$ cat src/c8ie_pkg.sv
// Shared types, codes, constants and a helper function of the CHIP-8 execute unit.
`default_nettype none

package c8ie_pkg;

  // Default sizes of the machine.
  localparam int MEMORY_BYTES_DEF = 4096;
  localparam int STACK_DEPTH_DEF  = 16;
  localparam int LOAD_ADDRESS_DEF = 512;

  localparam int FONT_BYTES = 80;

  // Command codes of an input item.
  typedef enum logic [1:0] {
    CMD_EXEC  = 2'd0,
    CMD_WRITE = 2'd1,
    CMD_READ  = 2'd2,
    CMD_NONE  = 2'd3
  } cmd_e;

  // Sequencing class of a decoded opcode.
  typedef enum logic [2:0] {
    CLS_SIMPLE,
    CLS_FLAG,
    CLS_BCD,
    CLS_STORE,
    CLS_LOAD
  } op_class_e;

  // Work step that the controller orders the datapath to do.
  typedef enum logic [3:0] {
    DP_IDLE,
    DP_CLEAR,
    DP_ACCEPT,
    DP_READ_X,
    DP_READ_Y,
    DP_READ_0,
    DP_EXEC,
    DP_WRITE_VF,
    DP_BCD,
    DP_ST_RD,
    DP_ST_WR,
    DP_LD_RD,
    DP_LD_WR,
    DP_MEM_WR,
    DP_MEM_RD,
    DP_MEM_CAP
  } dp_step_e;

  // Status that the datapath reports to the controller.
  typedef struct packed {
    cmd_e      cmd;
    op_class_e op_class;
    logic      clear_last;
    logic      cnt_last;
  } dp_status_t;

  // Opcode fields and special words.
  localparam logic [15:0] OP_CLS     = 16'h00E0;
  localparam logic [15:0] OP_RET     = 16'h00EE;
  localparam logic [7:0]  KK_SKP     = 8'h9E;
  localparam logic [7:0]  KK_SKNP    = 8'hA1;
  localparam logic [7:0]  KK_LD_DT   = 8'h07;
  localparam logic [7:0]  KK_LD_KEY  = 8'h0A;
  localparam logic [7:0]  KK_SET_DT  = 8'h15;
  localparam logic [7:0]  KK_SET_ST  = 8'h18;
  localparam logic [7:0]  KK_ADD_I   = 8'h1E;
  localparam logic [7:0]  KK_FONT    = 8'h29;
  localparam logic [7:0]  KK_BCD     = 8'h33;
  localparam logic [7:0]  KK_STORE   = 8'h55;
  localparam logic [7:0]  KK_LOAD    = 8'h65;

  // Hex digit font, five rows per digit.
  localparam logic [7:0] FONT [FONT_BYTES] = '{
    8'hf0, 8'h90, 8'h90, 8'h90, 8'hf0, 8'h20, 8'h60, 8'h20, 8'h20, 8'h70,
    8'hf0, 8'h10, 8'hf0, 8'h80, 8'hf0, 8'hf0, 8'h10, 8'hf0, 8'h10, 8'hf0,
    8'h90, 8'h90, 8'hf0, 8'h10, 8'h10, 8'hf0, 8'h80, 8'hf0, 8'h10, 8'hf0,
    8'hf0, 8'h80, 8'hf0, 8'h90, 8'hf0, 8'hf0, 8'h10, 8'h20, 8'h40, 8'h40,
    8'hf0, 8'h90, 8'hf0, 8'h90, 8'hf0, 8'hf0, 8'h90, 8'hf0, 8'h10, 8'hf0,
    8'hf0, 8'h90, 8'hf0, 8'h90, 8'h90, 8'he0, 8'h90, 8'he0, 8'h90, 8'he0,
    8'hf0, 8'h80, 8'h80, 8'h80, 8'hf0, 8'he0, 8'h90, 8'h90, 8'h90, 8'he0,
    8'hf0, 8'h80, 8'hf0, 8'h80, 8'hf0, 8'hf0, 8'h80, 8'hf0, 8'h80, 8'h80
  };

  // Decimal digits of a byte: hundreds in [11:8], tens in [7:4], ones in [3:0].
  function automatic logic [11:0] bcd_digits(input logic [7:0] v);
    logic [3:0]  hund;
    logic [7:0]  rem;
    logic [14:0] prod;
    logic [3:0]  tens;
    logic [7:0]  ones;
    if (v >= 8'd200) begin
      hund = 4'd2;
      rem  = v - 8'd200;
    end else if (v >= 8'd100) begin
      hund = 4'd1;
      rem  = v - 8'd100;
    end else begin
      hund = 4'd0;
      rem  = v;
    end
    // Reciprocal multiply: exact for values below one hundred.
    prod = 15'(rem) * 15'd205;
    tens = prod[14:11];
    ones = rem - 8'(tens) * 8'd10;
    return {hund, tens, ones[3:0]};
  endfunction

endpackage

`default_nettype wire

$ cat src/c8ie_ctrl.sv
// Controller state machine that sequences the steps of each command.
`default_nettype none

module c8ie_ctrl
  import c8ie_pkg::*;
(
  input  wire logic       clk_i,
  input  wire logic       rst_ni,
  input  wire logic       start_i,
  input  wire dp_status_t status_i,
  output dp_step_e        step_o,
  output logic            busy_o,
  output logic            done_o
);

  typedef enum logic [3:0] {
    S_CLEAR, S_IDLE, S_DISPATCH, S_RX, S_RY, S_R0, S_EXEC, S_WF,
    S_BCD, S_ST_RD, S_ST_WR, S_LD_RD, S_LD_WR, S_MWR, S_MRD, S_MCAP
  } state_e;

  localparam state_e S_DONE = S_IDLE;

  state_e state_q, state_d;
  logic   done_q, busy_q;
  logic   idle;

  assign idle = (state_q == S_IDLE);

  // Next state and the datapath step of this cycle.
  always_comb begin
    state_d = state_q;
    step_o  = DP_IDLE;
    case (state_q)
      S_CLEAR: begin
        step_o = DP_CLEAR;
        if (status_i.clear_last) state_d = S_IDLE;
      end
      S_IDLE: begin
        if (start_i) begin
          step_o  = DP_ACCEPT;
          state_d = S_DISPATCH;
        end
      end
      S_DISPATCH: begin
        case (status_i.cmd)
          CMD_EXEC:  state_d = S_RX;
          CMD_WRITE: state_d = S_MWR;
          CMD_READ:  state_d = S_MRD;
          default:   state_d = S_DONE;
        endcase
      end
      S_RX: begin
        step_o  = DP_READ_X;
        state_d = S_RY;
      end
      S_RY: begin
        step_o  = DP_READ_Y;
        state_d = S_R0;
      end
      S_R0: begin
        step_o  = DP_READ_0;
        state_d = S_EXEC;
      end
      S_EXEC: begin
        step_o = DP_EXEC;
        case (status_i.op_class)
          CLS_FLAG:  state_d = S_WF;
          CLS_BCD:   state_d = S_BCD;
          CLS_STORE: state_d = S_ST_RD;
          CLS_LOAD:  state_d = S_LD_RD;
          default:   state_d = S_DONE;
        endcase
      end
      S_WF: begin
        step_o  = DP_WRITE_VF;
        state_d = S_DONE;
      end
      S_BCD: begin
        step_o = DP_BCD;
        if (status_i.cnt_last) state_d = S_DONE;
      end
      S_ST_RD: begin
        step_o  = DP_ST_RD;
        state_d = S_ST_WR;
      end
      S_ST_WR: begin
        step_o  = DP_ST_WR;
        state_d = status_i.cnt_last ? S_DONE : S_ST_RD;
      end
      S_LD_RD: begin
        step_o  = DP_LD_RD;
        state_d = S_LD_WR;
      end
      S_LD_WR: begin
        step_o  = DP_LD_WR;
        state_d = status_i.cnt_last ? S_DONE : S_LD_RD;
      end
      S_MWR: begin
        step_o  = DP_MEM_WR;
        state_d = S_DONE;
      end
      S_MRD: begin
        step_o  = DP_MEM_RD;
        state_d = S_MCAP;
      end
      S_MCAP: begin
        step_o  = DP_MEM_CAP;
        state_d = S_DONE;
      end
      default: state_d = S_IDLE;
    endcase
  end

  // State with the registered strobe and busy flag. The result shows in the
  // cycle after the last work step, while the idle state already takes a
  // new transfer.
  always_ff @(posedge clk_i or negedge rst_ni) begin
    if (!rst_ni) begin
      state_q <= S_CLEAR;
      done_q  <= 1'b0;
      busy_q  <= 1'b1;
    end else begin
      state_q <= state_d;
      done_q  <= (state_d == S_DONE) && !(idle && !start_i)
                 && (state_q != S_CLEAR);
      busy_q  <= (state_d != S_IDLE);
    end
  end

  assign busy_o = busy_q;
  assign done_o = done_q;

endmodule

`default_nettype wire

$ cat config.mk
export PLATFORM = sky130hd
export DESIGN_NAME = c8ie_ctrl
export DESIGN_NICKNAME = d
export VERILOG_FILES = /design/src/c8ie_pkg.sv /design/src/c8ie_ctrl.sv
export SDC_FILE = /design/constraint.sdc
export NUM_CORES = 1
export LEC_CHECK = 0
export ABC_AREA = 1
export BUFFER_PORTS_ARGS = -buffer_cell sky130_fd_sc_hd__buf_2
export CAP_MARGIN = 20
export CORE_AREA = 3 3 40 42
export DETAILED_ROUTE_END_ITERATION = 16
export DIE_AREA = 0 0 43 45
export GPL_ROUTABILITY_DRIVEN = 0
export PLACE_DENSITY = 0.66
export SLEW_MARGIN = 25
export SYNTH_ARGS = -nofsm -noshare
export SYNTH_HDL_FRONTEND = slang
export SYNTH_SLANG_ARGS = --single-unit
export TNS_END_PERCENT = 20
$ cat constraint.sdc
create_clock -name clk_i -period 4.1 [get_ports clk_i]
set_clock_uncertainty 0.2 [all_clocks]
set_input_delay 0.82 -clock clk_i [delete_from_list [all_inputs] [get_ports clk_i]]
set_output_delay 0.82 -clock clk_i [all_outputs]
set_load 0.02 [all_outputs]
==> metrics.txt <==
# TYPE chip_impl_metric gauge
chip_impl_metric{name="cts_hold_buf",unit=""} 0
chip_impl_metric{name="overflow",unit=""} 0
chip_impl_info{name="cts-root-buf",value="sky130_fd_sc_hd__clkbuf_4"} 1
chip_impl_metric{name="drcViolationCount",unit=""} 0
chip_impl_metric{name="netlist_area",unit="um^2"} 580.6
chip_impl_info{name="cts_tree",value="built"} 1
chip_impl_metric{name="synth.lib_cells_used.distinct",unit=""} 21
chip_impl_metric{name="tightest_slew",unit="ns"} 0.2913
chip_impl_metric{name="post-cts-setup-buffer-count",unit=""} 0
chip_impl_metric{name="clock_path_buffers",unit=""} 2
chip_impl_metric{name="grt_pass1_wl",unit="um"} 2228
chip_impl_metric{name="start_util",unit="%"} 45.18
chip_impl_metric{name="dr.first_iter.drc_count",unit=""} 26
chip_impl_metric{name="drive_above_1_share",unit="%"} 26.61
chip_impl_metric{name="syn_nets",unit=""} 106
chip_impl_metric{name="detailedPlacementHpwl",unit="um"} 1126
chip_impl_info{name="layout_common_cells",value="sky130_fd_sc_hd__nand2_1, sky130_fd_sc_hd__nor2_1, sky130_fd_sc_hd__buf_2"} 1
chip_impl_info{name="outcome",value="completed"} 1
chip_impl_metric{name="crit_fanout",unit=""} 7
chip_impl_metric{name="diodes_inserted",unit=""} 0
chip_impl_metric{name="routed-wl-met2",unit="um"} 625
chip_impl_metric{name="post_cts_resize_count",unit=""} 0
chip_impl_metric{name="postLayoutCellArea",unit="um^2"} 688.2
chip_impl_metric{name="timing.hold.ws",unit="ns"} 0.1700
chip_impl_metric{name="fmax",unit="MHz"} 403.0
chip_impl_metric{name="area_growth",unit="%"} 18.53
chip_impl_metric{name="place_area",unit="um^2"} 661.9
chip_impl_metric{name="cts_inserted_buffers",unit=""} 3
chip_impl_metric{name="synth.ff_latch_count",unit=""} 6
chip_impl_metric{name="worst_voltage_drop_across_the_vdd_grid",unit="uV"} 279.9
chip_impl_metric{name="fin_util",unit="%"} 53.55
chip_impl_metric{name="min_period_over_period",unit="%"} 60.51
chip_impl_metric{name="grt_pass1_vias",unit=""} 538
chip_impl_metric{name="timing.final.max_slew_violations",unit=""} 0
chip_impl_metric{name="die_area",unit="um^2"} 1935
chip_impl_metric{name="path_clk_slew",unit="ns"} 0.06
chip_impl_metric{name="die-width",unit="um"} 43
chip_impl_metric{name="hold_viol_final",unit=""} 0
chip_impl_metric{name="drv_cap",unit=""} 0
chip_impl_metric{name="detailed_routing_iteration_count_for_the_pre_antenna_repair_pass",unit=""} 4
chip_impl_metric{name="max_stage_delay",unit="ns"} 0.42
chip_impl_metric{name="design.final.nets",unit=""} 124
chip_impl_metric{name="core.rowCount",unit=""} 13
chip_impl_metric{name="cell_count_after_synthesis",unit=""} 92
chip_impl_info{name="rsz0062_at_grt",value="false"} 1
chip_impl_metric{name="timing.critical_path.arrival",unit="ns"} 1.46
chip_impl_metric{name="antenna_found_initial",unit=""} 0
chip_impl_metric{name="global_route.usage.total",unit="%"} 16.43
chip_impl_metric{name="io_pins",unit=""} 16
chip_impl_metric{name="final.min_clock_period",unit="ns"} 2.481
chip_impl_info{name="layout.cells.most_common",value="sky130_fd_sc_hd__nand2_1"} 1
chip_impl_metric{name="setup_viol",unit=""} 0
chip_impl_metric{name="io_buffer_count",unit=""} 15
chip_impl_metric{name="core_area",unit="um^2"} 1285
chip_impl_metric{name="clkLatencyLatePin",unit="ns"} 0.26
chip_impl_metric{name="grt_max_degree",unit=""} 8
chip_impl_info{name="worstSetupStartpointType",value="flip-flop"} 1
chip_impl_info{name="cpMaxStageDelayCell",value="sky130_fd_sc_hd__dfrtp_1"} 1
chip_impl_metric{name="vias",unit=""} 626
chip_impl_metric{name="cts_num_sinks",unit=""} 6
chip_impl_metric{name="ant_nets",unit=""} 0
chip_impl_metric{name="routed_wl",unit="um"} 1339
chip_impl_info{name="cp_cell_sequence",value="nor2_2, nand3_1, a21boi_0, buf_2"} 1
chip_impl_metric{name="yosys_warnings",unit=""} 0
chip_impl_metric{name="critPathRequiredTime",unit="ns"} 3.08
chip_impl_metric{name="chipHeight",unit="um"} 45
chip_impl_metric{name="synth_area_per_cell",unit="um^2"} 6.310
chip_impl_metric{name="slew-limit-headroom",unit="%"} 80.56
chip_impl_metric{name="synth.yosys.seq_area_share",unit="%"} 26.08
chip_impl_metric{name="met3WireLength",unit="um"} 98
chip_impl_info{name="end_kind",value="output port"} 1
chip_impl_metric{name="fin_setup_tns",unit="ns"} 0
chip_impl_metric{name="wl_per_cell",unit="um"} 10.80
chip_impl_metric{name="met1_length",unit="um"} 561
chip_impl_metric{name="power-per-cell-area",unit="nW/um^2"} 642.4
chip_impl_info{name="route.top_layer_used",value="met4"} 1
chip_impl_metric{name="leakage",unit="nW"} 0.4028
chip_impl_info{name="path_class",value="flip-flop to output port"} 1
chip_impl_metric{name="clock_tree.htree_level_count",unit=""} 1
chip_impl_info{name="timing.hold.worst.class",value="primary input to async pin"} 1
chip_impl_metric{name="via_per_inst",unit=""} 5.048
## cell type report
class,instances,area [um^2]
clock buffer,4,26.28
fill,136,596.8
inverter,13,48.80
multi-input combinational,71,367.9
sequential,6,151.4
tap,15,18.77
timing repair buffer,15,75.07
## path summary, 6_finish.rpt
check / start / endpoint / slack (ns) / cells past startpoint
max in group asynchronous: rst_ni / busy_o / 3.29 / 1
hold / removal: rst_ni / state_q[0] / 0.17 / 1
setup / recovery: state_q[3] / step_o[1] / 1.62 / 4
hold reg to reg: state_q[0] / state_q[0] / 0.56 / 3
min in group clk_i: state_q[0] / state_q[0] / 0.56 / 3
setup reg to reg: state_q[2] / done_o / 2.49 / 9
## synth_stat cells
master                          instances  area (um^2)
sky130_fd_sc_hd__nand2_1               22        82.58
sky130_fd_sc_hd__nor2_1                17        63.81
sky130_fd_sc_hd__inv_1                 11        41.29
sky130_fd_sc_hd__nand3_1               10        50.05
sky130_fd_sc_hd__dfrtp_1                5        125.1
sky130_fd_sc_hd__ha_1                   4        50.05
sky130_fd_sc_hd__nor2_2                 4        25.02
sky130_fd_sc_hd__o21ai_0                4        20.02
sky130_fd_sc_hd__inv_2                  2        7.510
sky130_fd_sc_hd__nand3_2                2        20.02
sky130_fd_sc_hd__a21boi_0               1        7.510
sky130_fd_sc_hd__a21oi_1                1        5.000
sky130_fd_sc_hd__clkbuf_1               1        3.750
sky130_fd_sc_hd__dfstp_2                1        26.28
sky130_fd_sc_hd__dlygate4sd1_1          1        8.760
sky130_fd_sc_hd__nand2_2                1        6.260
sky130_fd_sc_hd__nand4_1                1        6.260
sky130_fd_sc_hd__nor2_4                 1        11.26
sky130_fd_sc_hd__o211ai_1               1        7.510
sky130_fd_sc_hd__o21ai_1                1        5.000
sky130_fd_sc_hd__o21bai_1               1        7.510
## logic make-up (layout without fill, tap and decap cells)
| kind of cell | after synthesis | count (layout) | synth area share (%) |
|---|---|---|---|
| AO/OA/AOI/OAI | 9 | 9 | 9.052 |
| flip-flops | 6 | 6 | 26.08 |
| buffers and inverters | 15 | 32 | 10.56 |
| AND/OR/NAND/NOR | 58 | 58 | 45.69 |
| adder cells (fa/ha/maj) | 4 | 4 | 8.621 |
## state kept, by name, summed over array words and instances (netlist names)
signal,count
busy_o,1
state_q,4
done_o,1
## metal layers
layer / vias to the layer above / GRT usage [%]
met5: - / 0
met4: 0 / 16.27
met3: 4 / 2.789
met2: 28 / 23.95
met1: 275 / 20.15
li1: 319 / -
## critical path: cells and delay by family (launching register included)
kind	cells	cell delay (ns)
AO/OA/AOI/OAI	1	0.17
buffers and inverters	1	0.19
AND/OR/NAND/NOR	2	0.42
flip-flops	1	0.42
## metrics by stage
stage	power [mW]	setup slack, ns	cells
3_3_place_gp	0.3778	1.724	120
4_1_cts	0.4426	1.606	124
6_report	0.4421	1.619	124
3_5_place_dp	0.3792	1.715	120
2_1_floorplan	0.3123	1.674	92
5_1_grt	0.4790	1.500	124
## where the power goes
| part | internal (mW) | total, mW | switching, mW |
|---|---|---|---|
| Sequential | 0.0852 | 0.111 | 0.0254 |
| Clock | 0.0371 | 0.0619 | 0.0248 |
| Combinational | 0.0863 | 0.270 | 0.183 |
No activity file was read; power rests on OpenSTA's default activity.
